===== config.mk =====
export PLATFORM = sky130hd
export DESIGN_NAME = keypad_code_lock_core
export DESIGN_NICKNAME = d
export VERILOG_FILES = /design/src/hdl/kcl_pkg.sv /design/src/hdl/kcl_cfg.sv /design/src/hdl/kcl_fsm.sv /design/src/hdl/keypad_code_lock_core.sv
export SDC_FILE = /design/constraint.sdc
export NUM_CORES = 1
export LEC_CHECK = 0
export BUFFER_PORTS_ARGS = -buffer_cell sky130_fd_sc_hd__buf_2
export CAP_MARGIN = 15
export CELL_PAD_IN_SITES_DETAIL_PLACEMENT = 1
export CELL_PAD_IN_SITES_GLOBAL_PLACEMENT = 2
export CORE_UTILIZATION = 38
export CTS_BUF_LIST = sky130_fd_sc_hd__clkbuf_4
export DETAILED_ROUTE_END_ITERATION = 7
export PLACE_DENSITY = 0.83
export SETUP_SLACK_MARGIN = 0.5
export SYNTH_ARGS = -nofsm -noshare
export SYNTH_HDL_FRONTEND = slang
export SYNTH_HIERARCHICAL = 1
export SYNTH_SLANG_ARGS = --single-unit

===== constraint.sdc =====
create_clock -name aclk -period 5.3 [get_ports aclk]
set_input_delay 0.795 -clock aclk [delete_from_list [all_inputs] [get_ports aclk]]
set_output_delay 0.795 -clock aclk [all_outputs]
set_load 0.1 [all_outputs]

===== src/hdl/kcl_pkg.sv =====
// shared constants, codes and types for the keypad code lock
package kcl_pkg;

    localparam int DIGITS  = 4;
    localparam int ENTRY_W = 14;
    localparam int CNT_W   = 4;
    localparam int KEY_W   = 4;
    localparam int IDX_W   = 2;
    localparam int CFG_W   = ENTRY_W;

    // entry * 10 + digit stays below 2^(ENTRY_W + 4)
    localparam int PROD_W      = ENTRY_W + 4;
    localparam int ENTRY_LIMIT = 10 ** DIGITS;

    localparam int S_TDATA_W = 8;
    localparam int M_TDATA_W = 32;

    localparam logic [ENTRY_W-1:0] SECRET_RST   = ENTRY_W'(8051);
    localparam logic [CNT_W-1:0]   MAX_ATT_RST  = CNT_W'(3);
    localparam logic [CNT_W-1:0]   LOCKOUT_RST  = CNT_W'(5);
    localparam logic [CNT_W-1:0]   MESSAGE_RST  = CNT_W'(1);

    localparam logic CMD_KEY  = 1'b0;
    localparam logic CMD_TICK = 1'b1;

    localparam logic [KEY_W-1:0] KEY_ONE   = KEY_W'(1);
    localparam logic [KEY_W-1:0] KEY_ZERO  = KEY_W'(10);
    localparam logic [KEY_W-1:0] KEY_ENTER = KEY_W'(11);
    localparam logic [KEY_W-1:0] KEY_CLEAR = KEY_W'(12);

    localparam logic [IDX_W-1:0] REG_SECRET  = IDX_W'(0);
    localparam logic [IDX_W-1:0] REG_MAX_ATT = IDX_W'(1);
    localparam logic [IDX_W-1:0] REG_LOCKOUT = IDX_W'(2);
    localparam logic [IDX_W-1:0] REG_MESSAGE = IDX_W'(3);

    typedef enum logic [1:0] {
        MODE_ENTRY  = 2'd0,
        MODE_ACCEPT = 2'd1,
        MODE_REJECT = 2'd2,
        MODE_LOCKED = 2'd3
    } mode_t;

    typedef struct packed {
        logic [ENTRY_W-1:0] secret_code;
        logic [CNT_W-1:0]   max_attempts;
        logic [CNT_W-1:0]   lockout_seconds;
        logic [CNT_W-1:0]   message_seconds;
    } cfg_t;

    typedef struct packed {
        logic             command;
        logic [KEY_W-1:0] key_code;
    } item_t;

    // first output field sits in the highest bits
    typedef struct packed {
        logic               unlock_pulse;
        logic [CNT_W-1:0]   attempts_left;
        logic [CNT_W-1:0]   lockout_remaining;
        logic [1:0]         status;
        logic [ENTRY_W-1:0] entry_value;
    } res_t;

    localparam int RES_W = $bits(res_t);

endpackage


===== src/hdl/kcl_cfg.sv =====
// configuration register file of the keypad code lock
module kcl_cfg (
    input  logic                         aclk,
    input  logic                         aresetn,
    input  logic                         cfg_we,
    input  logic [kcl_pkg::IDX_W-1:0]    cfg_index,
    input  logic [kcl_pkg::CFG_W-1:0]    cfg_wdata,
    output kcl_pkg::cfg_t                cfg
);

    kcl_pkg::cfg_t cfg_reg;

    always_ff @(posedge aclk) begin
        if (!aresetn) begin
            cfg_reg.secret_code     <= kcl_pkg::SECRET_RST;
            cfg_reg.max_attempts    <= kcl_pkg::MAX_ATT_RST;
            cfg_reg.lockout_seconds <= kcl_pkg::LOCKOUT_RST;
            cfg_reg.message_seconds <= kcl_pkg::MESSAGE_RST;
        end else if (cfg_we) begin
            unique case (cfg_index)
                kcl_pkg::REG_SECRET:  cfg_reg.secret_code     <= cfg_wdata;
                kcl_pkg::REG_MAX_ATT: cfg_reg.max_attempts    <= cfg_wdata[kcl_pkg::CNT_W-1:0];
                kcl_pkg::REG_LOCKOUT: cfg_reg.lockout_seconds <= cfg_wdata[kcl_pkg::CNT_W-1:0];
                kcl_pkg::REG_MESSAGE: cfg_reg.message_seconds <= cfg_wdata[kcl_pkg::CNT_W-1:0];
                default: ;
            endcase
        end
    end

    assign cfg = cfg_reg;

endmodule


===== src/hdl/kcl_fsm.sv =====
// lock state registers and the single-pass update for one item
module kcl_fsm (
    input  logic           aclk,
    input  logic           aresetn,
    input  logic           step,
    input  kcl_pkg::item_t item,
    input  kcl_pkg::cfg_t  cfg,
    output kcl_pkg::res_t  res
);

    kcl_pkg::mode_t               mode_reg, mode_next;
    logic [kcl_pkg::ENTRY_W-1:0]  entry_reg, entry_next;
    logic [kcl_pkg::CNT_W-1:0]    attempts_reg, attempts_next;
    logic [kcl_pkg::CNT_W-1:0]    countdown_reg, countdown_next;
    logic                         unlock;
    logic [kcl_pkg::KEY_W-1:0]    digit;
    logic [kcl_pkg::PROD_W-1:0]   shifted;
    logic                         is_digit;

    assign is_digit = (item.key_code >= kcl_pkg::KEY_ONE) && (item.key_code <= kcl_pkg::KEY_ZERO);
    assign digit    = (item.key_code == kcl_pkg::KEY_ZERO) ? '0 : item.key_code;
    // entry * 10 as two shifts
    assign shifted  = {entry_reg, 3'b000} + {2'b00, entry_reg, 1'b0}
                    + kcl_pkg::PROD_W'(digit);

    always_comb begin
        mode_next      = mode_reg;
        entry_next     = entry_reg;
        attempts_next  = attempts_reg;
        countdown_next = countdown_reg;
        unlock         = 1'b0;
        if (step) begin
            if (item.command == kcl_pkg::CMD_TICK) begin
                if (mode_reg != kcl_pkg::MODE_ENTRY) begin
                    priority if (countdown_reg > kcl_pkg::CNT_W'(1)) begin
                        countdown_next = countdown_reg - kcl_pkg::CNT_W'(1);
                    end else if (mode_reg == kcl_pkg::MODE_REJECT && attempts_reg == '0) begin
                        mode_next      = kcl_pkg::MODE_LOCKED;
                        countdown_next = cfg.lockout_seconds;
                    end else begin
                        if (mode_reg == kcl_pkg::MODE_LOCKED) begin
                            attempts_next = cfg.max_attempts;
                        end
                        mode_next      = kcl_pkg::MODE_ENTRY;
                        countdown_next = '0;
                    end
                end
            end else if (mode_reg == kcl_pkg::MODE_ENTRY) begin
                priority if (is_digit) begin
                    entry_next = (shifted >= kcl_pkg::PROD_W'(kcl_pkg::ENTRY_LIMIT))
                               ? '0 : shifted[kcl_pkg::ENTRY_W-1:0];
                end else if (item.key_code == kcl_pkg::KEY_ENTER) begin
                    if (entry_reg == cfg.secret_code) begin
                        unlock    = 1'b1;
                        mode_next = kcl_pkg::MODE_ACCEPT;
                    end else begin
                        if (attempts_reg != '0) begin
                            attempts_next = attempts_reg - kcl_pkg::CNT_W'(1);
                        end
                        mode_next = kcl_pkg::MODE_REJECT;
                    end
                    countdown_next = cfg.message_seconds;
                    entry_next     = '0;
                end else if (item.key_code == kcl_pkg::KEY_CLEAR) begin
                    entry_next = '0;
                end else begin
                    entry_next = entry_reg;
                end
            end
        end
    end

    always_ff @(posedge aclk) begin
        if (!aresetn) begin
            mode_reg      <= kcl_pkg::MODE_ENTRY;
            entry_reg     <= '0;
            attempts_reg  <= kcl_pkg::MAX_ATT_RST;
            countdown_reg <= '0;
        end else begin
            mode_reg      <= mode_next;
            entry_reg     <= entry_next;
            attempts_reg  <= attempts_next;
            countdown_reg <= countdown_next;
        end
    end

    // result reflects the state after this item
    assign res.entry_value       = entry_next;
    assign res.status            = mode_next;
    assign res.lockout_remaining = (mode_next == kcl_pkg::MODE_LOCKED) ? countdown_next : '0;
    assign res.attempts_left     = attempts_next;
    assign res.unlock_pulse      = unlock;

    a_entry_no_count: assert property (@(posedge aclk) disable iff (!aresetn)
        mode_reg == kcl_pkg::MODE_ENTRY |-> countdown_reg == '0)
        else $error("countdown running in entry mode");

    a_unlock_accept: assert property (@(posedge aclk) disable iff (!aresetn)
        unlock |-> mode_next == kcl_pkg::MODE_ACCEPT && entry_reg == cfg.secret_code)
        else $error("unlock without accepted code");

    a_busy_keys: assert property (@(posedge aclk) disable iff (!aresetn)
        step && item.command == kcl_pkg::CMD_KEY && mode_reg != kcl_pkg::MODE_ENTRY
        |=> $stable(entry_reg) && $stable(mode_reg) && $stable(attempts_reg))
        else $error("key changed state while busy");

    a_tick_count: assert property (@(posedge aclk) disable iff (!aresetn)
        step && item.command == kcl_pkg::CMD_TICK && mode_reg != kcl_pkg::MODE_ENTRY
        && countdown_reg > kcl_pkg::CNT_W'(1)
        |=> countdown_reg == $past(countdown_reg) - kcl_pkg::CNT_W'(1))
        else $error("countdown did not step down on tick");

endmodule


===== src/hdl/keypad_code_lock_core.sv =====
// top level of the keypad code lock: input register, update, result register
//
// One result transfer per input transfer. A transfer is taken into the input
// register, its update runs through the lock state logic and lands in the
// result register, and a new item is taken in every cycle while the result
// side keeps up. Keys are digits 1..10 (10 is zero), 11 enter and 12 clear;
// ticks count down the message and lockout. Configuration writes apply at
// once and should be made while idle.
module keypad_code_lock_core (
    input  logic                            aclk,
    input  logic                            aresetn,
    input  logic                            s_tvalid,
    output logic                            s_tready,
    input  logic [kcl_pkg::S_TDATA_W-1:0]   s_tdata,   // key_code[3:0]
    input  logic                            s_tuser,   // command
    output logic                            m_tvalid,
    input  logic                            m_tready,
    // entry_value[13:0], status[15:14], lockout_remaining[19:16],
    // attempts_left[23:20], unlock_pulse[24]
    output logic [kcl_pkg::M_TDATA_W-1:0]   m_tdata,
    input  logic                            cfg_we,
    input  logic [kcl_pkg::IDX_W-1:0]       cfg_index,
    input  logic [kcl_pkg::CFG_W-1:0]       cfg_wdata
);

    kcl_pkg::cfg_t  cfg;
    kcl_pkg::item_t in_item_reg;
    kcl_pkg::res_t  res;
    kcl_pkg::res_t  out_res_reg;
    logic           in_valid_reg;
    logic           out_valid_reg;
    logic           advance;
    logic           s_xfer;

    assign advance  = in_valid_reg && (!out_valid_reg || m_tready);
    assign s_tready = !in_valid_reg || advance;
    assign s_xfer   = s_tvalid && s_tready;

    kcl_cfg u_cfg (
        .aclk      (aclk),
        .aresetn   (aresetn),
        .cfg_we    (cfg_we),
        .cfg_index (cfg_index),
        .cfg_wdata (cfg_wdata),
        .cfg       (cfg)
    );

    kcl_fsm u_fsm (
        .aclk    (aclk),
        .aresetn (aresetn),
        .step    (advance),
        .item    (in_item_reg),
        .cfg     (cfg),
        .res     (res)
    );

    always_ff @(posedge aclk) begin
        if (!aresetn) begin
            in_valid_reg  <= 1'b0;
            out_valid_reg <= 1'b0;
        end else begin
            if (s_xfer) begin
                in_valid_reg <= 1'b1;
            end else if (advance) begin
                in_valid_reg <= 1'b0;
            end
            if (advance) begin
                out_valid_reg <= 1'b1;
            end else if (m_tready) begin
                out_valid_reg <= 1'b0;
            end
        end
    end

    always_ff @(posedge aclk) begin
        if (s_xfer) begin
            in_item_reg.command  <= s_tuser;
            in_item_reg.key_code <= s_tdata[kcl_pkg::KEY_W-1:0];
        end
        if (advance) begin
            out_res_reg <= res;
        end
    end

    assign m_tvalid = out_valid_reg;
    assign m_tdata  = {{(kcl_pkg::M_TDATA_W - kcl_pkg::RES_W){1'b0}}, out_res_reg};

endmodule

==> out/results.ini <==
[run_status]
outcome = finished clean

[detailed_routing]
vias = 3993
firstDrtPassIters = 4
drc_errors = 0
final_antenna_net_count = 0
post_drt_wl_per_cell_microns = 17.0
routed_wl_microns = 12500
vias_per_cell = 5.45
dr.first_iter.drc_count = 176

[yosys]
synthFlopType = dfxtp_1
synth_warnings = 6
synth_edf_count = 30
synth_seq_cells = 82
synth_async_sr_flop_share = 0
ys_types = 75
seq_area_frac_synth = 0.394
netlist_instances = 518
synth_area_sq_mm = 0.00492
synth.avg_cell_area_sq_um = 9.51

[critical_path]
crit_arrival_ns = 4.59
worstSetupEndpointType = flop
worstPathRequired_ns = 5.45
criticalPathCategory = reg -> reg
start_kind = flop
critPathMaxFanout = 22

[cts]
htreeDepth = 3
cts_tree = yes
clk_root_buffer_cell = clkbuf_4
clk_path_buf_depth = 2
clk_latency_ns = 0.43
cts_resized = 0
cts_setup_buffers = 0
cts_hold_buf = 0
clk_pin_slew_ns = 0.13
cts_inserted_buffers = 9
clock_sinks = 82

[sta]
timing.final.crit_period_ns = 4.43
final_max_slew_viol_count = 0
period_share = 0.837
tightest_slew_ns = 1.01
setup_viol = 0
relSlewSlack = 0.327
max_freq_mhz = 226
clock_skew_ns = 0.0214
hold_viol_final = 0
setup_tns_ns = 0
rsz0062_at_grt = no

[floorplanning]
initial_utilization = 0.390
design.portCount = 64
die_area_sq_mm = 0.0134
coreArea_sq_mm = 0.0126
chipHeight_microns = 116
die_x_microns = 116
row_count = 41

[finish]
areaGrowthSynthToFinish_pct = 10.5
fin_area_sq_mm = 0.00544
final_util = 0.431
seqCellArea_sq_mm = 0.00194
layout.cells.non_filler = 733
diodes = 0
multi_input_area_sq_mm = 0.00272
largest_reg_flops = 26
layout-drive-gt1-share = 0.159
fin_nets = 618
fillers = 1515

[power_and_ir_drop]
powerDensity_mw_per_mm2 = 253
p_leak_nw = 2.36
ir_drop_mv = 0.118

[place]
hpwl_microns = 9320
portBuffers = 52
place_area_sq_mm = 0.00525
placed_cells = 717
place_congestion = 0.849

[global_route]
grt_pass1_vias = 3924
antenna_found_initial = 0
grt-ovfl-total = 0
grt_max_degree = 65
grt_usage = 0.198
grt_pass1_wl_microns = 20400

[hold_path]
min_path_type = reg -> reg

[job]
max-cap-violations = 0

[final cells by class]
class,instances,area share
clock buffer,12,0.0166
clock inverter,4,0.0182
inverter,23,0.0163
multi-input combinational,385,0.501
sequential,82,0.357
tap,172,0.0395
timing repair buffer,55,0.0520
[layer usage]
layer	vias up	share of wire	GRT usage	wire length (microns)
met5	-	0	0	0
met4	0	0.010	0.0496	125
met3	10	0.041	0.0350	509
met2	84	0.46	0.311	5690
met1	1940	0.49	0.281	6160
li1	1959	-	-	-
[cell families (layout without fill, tap and decap cells)]
group | Yosys count | in the layout | share of synthesized area
xor+xnor | 25 | 25 | 0.0445
mux | 20 | 20 | 0.0412
simple gates | 178 | 178 | 0.202
other cells | 1 | 7 | 0.000761
buf+inv | 57 | 94 | 0.0587
compound gates | 123 | 123 | 0.174
flops | 82 | 82 | 0.394
fa+ha+maj | 32 | 32 | 0.0843
[cells in the mapped netlist (all sizes together), types with 6 or more instances]
cell | count | area, sq um
nand3 | 25 | 125
nor2b | 13 | 88.8
nand4bb | 8 | 90.1
ha | 30 | 375
a21oi | 21 | 105
nor2 | 22 | 82.6
nor3 | 6 | 30.0
o211ai | 16 | 120
dfxtp | 52 | 1040
o21ai | 38 | 190
edfxtp | 30 | 901
clkbuf | 18 | 68.8
xor2 | 24 | 210
inv | 23 | 88.8
and2 | 8 | 50.1
buf | 16 | 131
mux2i | 18 | 180
nand2 | 55 | 206
[final timing paths]
kind                  start      endpoint  slack (ns)  depth (start not counted)
max          in_item_reg[0]    m_tdata[0]        0.87                         11
max reg2reg  in_item_reg[0]    m_tdata[0]        0.87                         11
min reg2reg    u_cfg/cfg[5]  u_cfg/cfg[5]        0.49                          2
min            u_cfg/cfg[5]  u_cfg/cfg[5]        0.49                          2
[where the power goes]
part	switching (mW)	internal (mW)	leakage (nW)
combinational	0.153	0.0515	1.54
clock	0.219	0.257	0.102
sequential	0.0198	0.674	0.712
[placed cells by master, fill, tap and decap left out, drive strengths merged, types with 3 or more instances in the layout]
| master | count |
|---|---|
| nor3 | 6 |
| clkbuf | 12 |
| o21a | 4 |
| nand4bb | 8 |
| nor4 | 5 |
| a21o | 5 |
| nand3b | 4 |
| nand2b | 3 |
| nand4b | 3 |
| bufinv | 3 |
| nand2 | 55 |
| o41ai | 5 |
| or2 | 3 |
| a2111oi | 3 |
| o21ai | 38 |
| nor2 | 22 |
| ha | 30 |
| and3 | 4 |
| buf | 55 |
| a21oi | 21 |
| o31ai | 3 |
| a31oi | 5 |
| conb | 7 |
| nor3b | 5 |
| edfxtp | 30 |
| inv | 24 |
| nand3 | 25 |
| mux2i | 18 |
| nand4 | 5 |
| a21boi | 3 |
| nor2b | 13 |
| dfxtp | 52 |
| and2 | 8 |
| xor2 | 24 |
| o211ai | 16 |
[critical path, stage by stage (launching register included)]
cell and delay [ns]:
edfxtp_1 0.48, nor2_1 0.10, a21boi_0 0.27, fa_1 0.52, ha_1 0.32, a211oi_1 0.52
nor2_1 0.13, xor2_1 0.30, nor4_1 0.13, or4_4 0.58, a31oi_4 0.63, o21ai_1 0.21
[metrics by stage]
step                hold WS (ns)  power (mW)  setup WS [ns]
detailed placement         0.469       0.913          0.837
global route               0.499        1.43          0.581
CTS                        0.487        1.39          0.789
floorplan                  0.430       0.870           1.64
global placement           0.456       0.908           1.05
finish                     0.486        1.38          0.866
No activity file was read; power rests on OpenSTA's default activity.
